`config.mk`:
```
export PLATFORM = sky130hd
export DESIGN_NAME = bresenham_line_points_core
export DESIGN_NICKNAME = d
export VERILOG_FILES = /design/src/rtl/core/blp_pkg.sv /design/src/rtl/core/blp_front.sv /design/src/rtl/core/blp_queue.sv /design/src/rtl/core/blp_back.sv /design/src/rtl/core/bresenham_line_points_core.sv
export SDC_FILE = /design/constraint.sdc
export NUM_CORES = 1
export LEC_CHECK = 0
export BUFFER_PORTS_ARGS = -buffer_cell sky130_fd_sc_hd__buf_2
export CAP_MARGIN = 20
export CORE_MARGIN = 2
export CORE_UTILIZATION = 60
export CTS_CLUSTER_DIAMETER = 80
export CTS_CLUSTER_SIZE = 16
export DETAILED_ROUTE_END_ITERATION = 10
export PLACE_DENSITY = 0.89
export REMOVE_ABC_BUFFERS = 1
export SLEW_MARGIN = 15
export SYNTH_ARGS = -nofsm -noshare
export SYNTH_HDL_FRONTEND = slang
export SYNTH_SLANG_ARGS = --single-unit
```
`constraint.sdc`:
```
create_clock -name clk -period 8.4 [get_ports clk]
set_input_delay 1.68 -clock clk [delete_from_list [all_inputs] [get_ports clk]]
set_output_delay 1.68 -clock clk [all_outputs]
set_load 0.02 [all_outputs]
```
`src/rtl/core/blp_pkg.sv`:
```
package blp_pkg;

  // Occupancy of the setup queue, seen by both of its neighbours
  typedef struct packed {
    logic empty;
    logic full;
  } q_stat_t;

  localparam int unsigned QueueDepth = 2;

endpackage

```
`src/rtl/core/blp_front.sv`:
```
module blp_front #(
  parameter int unsigned COORD_BITS = 6,
  parameter int unsigned SETUP_W    = 8 * COORD_BITS + 7
) (
  input  logic                         clk,
  input  logic                         rst,
  input  logic                         in_valid,
  output logic                         in_stall,
  input  logic signed [COORD_BITS-1:0] start_x,
  input  logic signed [COORD_BITS-1:0] start_y,
  input  logic signed [COORD_BITS-1:0] end_x,
  input  logic signed [COORD_BITS-1:0] end_y,
  input  blp_pkg::q_stat_t             q_stat,
  output logic                         q_push,
  output logic [SETUP_W-1:0]           q_data
);

  localparam int unsigned C = COORD_BITS;

  logic               valid;
  logic [SETUP_W-1:0] setup;
  logic               load;

  logic [C:0]   dx, dy;
  logic [C-1:0] ax, ay;
  logic [C-1:0] stepx, stepy;
  logic         x_major;
  logic [C-1:0] major, minor;
  logic [C+1:0] err0, inc_a, inc_b;
  logic [C:0]   diff;

  assign q_push   = valid && !q_stat.full;
  assign in_stall = valid && !q_push;
  assign load     = in_valid && !in_stall;
  assign q_data   = setup;

  always_comb begin
    dx = {end_x[C-1], end_x} - {start_x[C-1], start_x};
    dy = {end_y[C-1], end_y} - {start_y[C-1], start_y};
    ax = dx[C] ? C'(-dx) : dx[C-1:0];
    ay = dy[C] ? C'(-dy) : dy[C-1:0];
    // step along an axis by the sign of its delta
    if (dx == '0) begin
      stepx = '0;
    end else if (dx[C]) begin
      stepx = '1;
    end else begin
      stepx = C'(1);
    end
    if (dy == '0) begin
      stepy = '0;
    end else if (dy[C]) begin
      stepy = '1;
    end else begin
      stepy = C'(1);
    end
    x_major = ax > ay;
    major   = x_major ? ax : ay;
    minor   = x_major ? ay : ax;
    inc_a   = {1'b0, minor, 1'b0};
    err0    = inc_a - {2'b00, major};
    diff    = {1'b0, minor} - {1'b0, major};
    inc_b   = {diff, 1'b0};
  end

  always_ff @(posedge clk) begin
    if (rst) begin
      valid <= 1'b0;
    end else if (load) begin
      valid <= 1'b1;
    end else if (q_push) begin
      valid <= 1'b0;
    end
  end

  always_ff @(posedge clk) begin
    if (load) begin
      setup <= {start_x, start_y, stepx, stepy, x_major, major, err0, inc_a, inc_b};
    end
  end

endmodule

```
`src/rtl/core/blp_queue.sv`:
```
module blp_queue #(
  parameter int unsigned WIDTH = 55
) (
  input  logic              clk,
  input  logic              rst,
  input  logic              push,
  input  logic [WIDTH-1:0]  push_data,
  input  logic              pop,
  output logic [WIDTH-1:0]  head,
  output blp_pkg::q_stat_t  stat
);

  localparam int unsigned PTR_W = $clog2(blp_pkg::QueueDepth);
  localparam int unsigned CNT_W = $clog2(blp_pkg::QueueDepth + 1);

  logic [WIDTH-1:0] entries [blp_pkg::QueueDepth];
  logic [PTR_W-1:0] wr_ptr, rd_ptr;
  logic [CNT_W-1:0] count;
  logic             do_push, do_pop;

  assign stat.empty = count == '0;
  assign stat.full  = count == CNT_W'(blp_pkg::QueueDepth);
  assign do_push    = push && !stat.full;
  assign do_pop     = pop && !stat.empty;
  assign head       = entries[rd_ptr];

  always_ff @(posedge clk) begin
    if (rst) begin
      wr_ptr <= '0;
      rd_ptr <= '0;
      count  <= '0;
    end else begin
      if (do_push) begin
        wr_ptr <= wr_ptr + PTR_W'(1);
      end
      if (do_pop) begin
        rd_ptr <= rd_ptr + PTR_W'(1);
      end
      if (do_push && !do_pop) begin
        count <= count + CNT_W'(1);
      end else if (do_pop && !do_push) begin
        count <= count - CNT_W'(1);
      end
    end
  end

  always_ff @(posedge clk) begin
    if (do_push) begin
      entries[wr_ptr] <= push_data;
    end
  end

endmodule

```
`src/rtl/core/blp_back.sv`:
```
module blp_back #(
  parameter int unsigned COORD_BITS = 6,
  parameter int unsigned SETUP_W    = 8 * COORD_BITS + 7
) (
  input  logic                          clk,
  input  logic                          rst,
  input  blp_pkg::q_stat_t              q_stat,
  input  logic [SETUP_W-1:0]            q_head,
  output logic                          q_pop,
  output logic                          out_valid,
  input  logic                          out_stall,
  output logic signed [COORD_BITS-1:0]  point_x,
  output logic signed [COORD_BITS-1:0]  point_y,
  output logic                          last_point
);

  localparam int unsigned C = COORD_BITS;

  logic         busy;
  logic         adv;
  logic [C-1:0] px, py, stepx, stepy, rem;
  logic         x_major;
  logic [C+1:0] err, inc_a, inc_b;
  logic         diag;

  logic [C-1:0] h_x0, h_y0, h_sx, h_sy, h_major;
  logic         h_xmaj;
  logic [C+1:0] h_err0, h_inc_a, h_inc_b;

  assign {h_x0, h_y0, h_sx, h_sy, h_xmaj, h_major, h_err0, h_inc_a, h_inc_b} = q_head;

  assign q_pop = !busy && !q_stat.empty;
  assign adv   = busy && (!out_valid || !out_stall);
  // step both axes only while the error is positive
  assign diag  = !err[C+1] && (err != '0);

  always_ff @(posedge clk) begin
    if (rst) begin
      busy      <= 1'b0;
      out_valid <= 1'b0;
    end else begin
      if (q_pop) begin
        busy <= 1'b1;
      end else if (adv && rem == '0) begin
        busy <= 1'b0;
      end
      if (adv) begin
        out_valid <= 1'b1;
      end else if (!out_stall) begin
        out_valid <= 1'b0;
      end
    end
  end

  always_ff @(posedge clk) begin
    if (q_pop) begin
      px      <= h_x0;
      py      <= h_y0;
      stepx   <= h_sx;
      stepy   <= h_sy;
      x_major <= h_xmaj;
      rem     <= h_major;
      err     <= h_err0;
      inc_a   <= h_inc_a;
      inc_b   <= h_inc_b;
    end else if (adv) begin
      rem <= rem - C'(1);
      if (diag) begin
        px  <= px + stepx;
        py  <= py + stepy;
        err <= err + inc_b;
      end else begin
        if (x_major) begin
          px <= px + stepx;
        end else begin
          py <= py + stepy;
        end
        err <= err + inc_a;
      end
    end
  end

  always_ff @(posedge clk) begin
    if (adv) begin
      point_x    <= px;
      point_y    <= py;
      last_point <= rem == '0;
    end
  end

endmodule

```
`src/rtl/core/bresenham_line_points_core.sv`:
```
// A request passes the front setup register, the setup queue, the stepper and the output register.
// Throughput: one point per cycle within a line while out_stall is low; a line holds up to
// 2**COORD_BITS points and is drawn by the single point stepper.
// A two-entry setup queue lets new requests be accepted while a line is being drawn.
// Reset (synchronous, active high) empties the front register, the queue and the stepper.
module bresenham_line_points_core #(
  parameter int unsigned COORD_BITS = 6
) (
  input  logic                         clk,
  input  logic                         rst,
  input  logic                         in_valid,
  output logic                         in_stall,
  input  logic signed [COORD_BITS-1:0] start_x,
  input  logic signed [COORD_BITS-1:0] start_y,
  input  logic signed [COORD_BITS-1:0] end_x,
  input  logic signed [COORD_BITS-1:0] end_y,
  output logic                         out_valid,
  input  logic                         out_stall,
  output logic signed [COORD_BITS-1:0] point_x,
  output logic signed [COORD_BITS-1:0] point_y,
  output logic                         last_point
);

  localparam int unsigned SETUP_W = 8 * COORD_BITS + 7;

  blp_pkg::q_stat_t   q_stat;
  logic               q_push, q_pop;
  logic [SETUP_W-1:0] q_in, q_head;

  blp_front #(
    .COORD_BITS (COORD_BITS),
    .SETUP_W    (SETUP_W)
  ) u_front (
    .clk      (clk),
    .rst      (rst),
    .in_valid (in_valid),
    .in_stall (in_stall),
    .start_x  (start_x),
    .start_y  (start_y),
    .end_x    (end_x),
    .end_y    (end_y),
    .q_stat   (q_stat),
    .q_push   (q_push),
    .q_data   (q_in)
  );

  blp_queue #(
    .WIDTH (SETUP_W)
  ) u_queue (
    .clk       (clk),
    .rst       (rst),
    .push      (q_push),
    .push_data (q_in),
    .pop       (q_pop),
    .head      (q_head),
    .stat      (q_stat)
  );

  blp_back #(
    .COORD_BITS (COORD_BITS),
    .SETUP_W    (SETUP_W)
  ) u_back (
    .clk        (clk),
    .rst        (rst),
    .q_stat     (q_stat),
    .q_head     (q_head),
    .q_pop      (q_pop),
    .out_valid  (out_valid),
    .out_stall  (out_stall),
    .point_x    (point_x),
    .point_y    (point_y),
    .last_point (last_point)
  );

endmodule

```
==> impl_metrics.ini <==
[status]
status = finished clean

[cells_and_area]
syn_to_final_growth_pct = 12.22
multiInputGateArea_mm2 = 0.003068
stdcell_count = 902
regArea_mm2 = 0.005747
drive_gt1_frac = 0.1852
fillers = 926
antenna_cells = 0
fin_nets = 783

[logic_synthesis]
synth_area_mm2 = 0.009074
ys_seq_area_frac = 0.6332
syn_avg_cell_area_um2 = 13.85
synth_async_sr_flop_share = 0
synth_ff_type = edfxtp_1
netlist_instances = 655
synth_area_leaders = edfxtp_1 (62%), ha_1 (6.1%), mux2_2 (3.2%)
yosysUniqueCellTypes = 67
ys_ff_latch = 194
synth.top_cell.area_share = 0.6156
synth.most_common_cell = edfxtp_1
synth_common_cells = edfxtp_1 (186), inv_1 (51), ha_1 (44)
ys_warn_count = 0
synth_edf_count = 186
synth_area_leader_cell = edfxtp_1

[pwr]
p_leak_uw = 0.003852
ir_drop_mv = 0.1906
powerDensity_mw_per_mm2 = 415.8

[placed_design]
dp_cells = 868
place_congestion = 0.8038
dp_hpwl_um = 11150
portBuffers = 42
dp_slack_ns = 1.562

[global_route]
grt_pass1_wl_um = 27700
antenna_found_initial = 0
grt_pass1_vias = 5580
overflow = 0
track_usage = 0.2232
grt_max_degree = 52

[worst_setup_path]
reg2reg_from = u_back.err[2]
arrival_ns = 6.67
rrSetupSlack_ns = 4.90
path_class = input pin to flip-flop
rr_worst_depth = 11
crit_fanout = 21
start_kind = input pin
critPathCaptureType = flip-flop
r2r-end = u_back.err[7]
required_ns = 8.57
startpoint = start_x[0]

[timing]
grt_setup_unrepaired = no
timing.setup.tns_ns = 0
max_freq_mhz = 153.7
maxSlewHeadroom = 0.2461
fin_crit_sh = 0.7744
tightest_slew_ns = 1.119
setup_viol = 0
setup_ws_ns = 1.895
hold_viol_final = 0
final.min_clock_period_ns = 6.505
skew_ns = 0.009307
hold_ws_ns = 0.4416
slew_viol_final = 0

[clock_tree]
cts_sinks = 194
clk_pin_slew_worst_paths_ns = 0.07
postCtsSetupBuffers = 0
numCtsBuffers = 17
root_buffer = clkbuf_16
tritoncts = done
ctsResizeCount = 0
htreeDepth = 4
cts.path.max_buffers = 2
worstSkewPairLatency_ns = 0.43
hold_buffers = 0

[worst_hold_path]
hold_class = flip-flop to flip-flop
whs_path_depth = 0
min_from = u_front.q_data[47]
hold_end = u_queue.entries[0][44]

[floorplan]
start_util = 0.6196
num_rows = 44
die_w_um = 127.0
pin_count = 43
die_h_um = 127.0
die-area_mm2 = 0.01612
core_mm2 = 0.01464

[drt]
antenna_left = 0
dr_total_vias = 5287
drt_iter0_drc = 480
wl_um = 16870
avgViaCountPerCell = 5.861
wl_per_cell_um = 18.71
drt-pass1-iter-count = 6
drc = 0

[job]
maxCapViolCount = 0
per-stage QoR:
stage	power (uW)	util	area (um^2)
floorplan	2890	-	8989
global placement	3193	0.6479	9488
detailed placement	3316	0.6479	9488
CTS	4218	0.6921	10130
global route	4493	0.6953	10180
finish	4234	0.6953	10180
where the power goes:
part           leakage [uW]  switching [uW]  total (uW)  internal (uW)
Combinational       0.00174            1020        1710            693
Sequential          0.00179             127        1650           1520
Clock              0.000316             366         876            510
Total               0.00385            1510        4230           2720
how the worst max path moves through the flow:
stage,endpoint,slack (ns)
4_1_cts,u_front.q_data[22],1.99
3_5_place_dp,u_front.q_data[22],1.56
6_report,u_front.q_data[22],1.90
3_3_place_gp,u_front.q_data[22],1.85
5_1_grt,u_front.q_data[22],1.53
2_1_floorplan,u_front.q_data[22],2.20
final cells by class:
| cell class | instances | area share |
|---|---|---|
| flip-flops and latches | 194 | 0.5644 |
| multi-input cells | 390 | 0.3013 |
| well taps | 184 | 0.02261 |
| clock inverters | 14 | 0.02138 |
| clock buffers | 18 | 0.04215 |
| repair buffers | 48 | 0.02826 |
| inverters | 54 | 0.01991 |
per-layer routing:
| layer | wire length (um) | global-route usage |
|---|---|---|
| met2 | 8895 | 0.4023 |
| met4 | 426 | 0.08597 |
| met3 | 782 | 0.04690 |
| met1 | 6770 | 0.2636 |
| met5 | 0 | 0 |
critical path: stages:
cell      delay (ns)
buf_2           0.11
ha_1            0.21
fa_1            0.43
nor2b_1         0.17
o21a_1          0.15
or2_0           0.38
a21oi_2         0.17
nor2b_1         0.17
xor2_1          0.23
inv_2           0.09
ha_1            0.36
and2_1          0.17
nand4_1         0.08
o21ai_0         0.07
a21oi_1         0.17
nor2_1          0.08
o21a_4          0.33
a21oi_1         0.24
inv_1           0.12
fa_1            0.45
a21o_1          0.20
a21oi_1         0.24
o21bai_1        0.09
a21oi_1         0.18
xor2_1          0.09
layout by cell type (no fill, tap or decap), drive strengths merged, types with 23 or more instances in the layout:
cell	count
mux2i	23
nor2	40
edfxtp	186
ha	44
buf	48
o21ai	26
xnor2	25
nand2	33
a21oi	45
mux2	28
inv	59
registers in the layout (all words and copies together) (netlist names), named ones only:
name               flops
u_queue.entries       86
u_front.q_data        43
u_back.err             8
u_back.inc_b           7
u_back.inc_a           6
u_back.point_x         6
u_back.point_y         6
u_back.px              6
u_back.py              6
u_back.rem             6
u_back.stepx           2
u_back.stepy           2
u_queue.count          2
u_back.busy            1
u_back.last_point      1
u_back.out_valid       1
u_back.x_major         1
u_front.valid          1
u_queue.rd_ptr         1
u_queue.wr_ptr         1
logic make-up (layout without fill, tap and decap cells):
| kind of cell | count (synthesis) | after routing | synth area share |
|---|---|---|---|
| AOI/OAI and AO/OA | 116 | 116 | 0.08508 |
| muxes | 51 | 51 | 0.06095 |
| and+or+nand+nor | 132 | 132 | 0.07391 |
| adders and majority gates | 50 | 50 | 0.07391 |
| buffers and inverters | 71 | 134 | 0.03171 |
| DFF | 194 | 194 | 0.6332 |
| xor gates and xnor gates | 41 | 41 | 0.04123 |
Note: power is estimated with default switching activity, not from simulation.
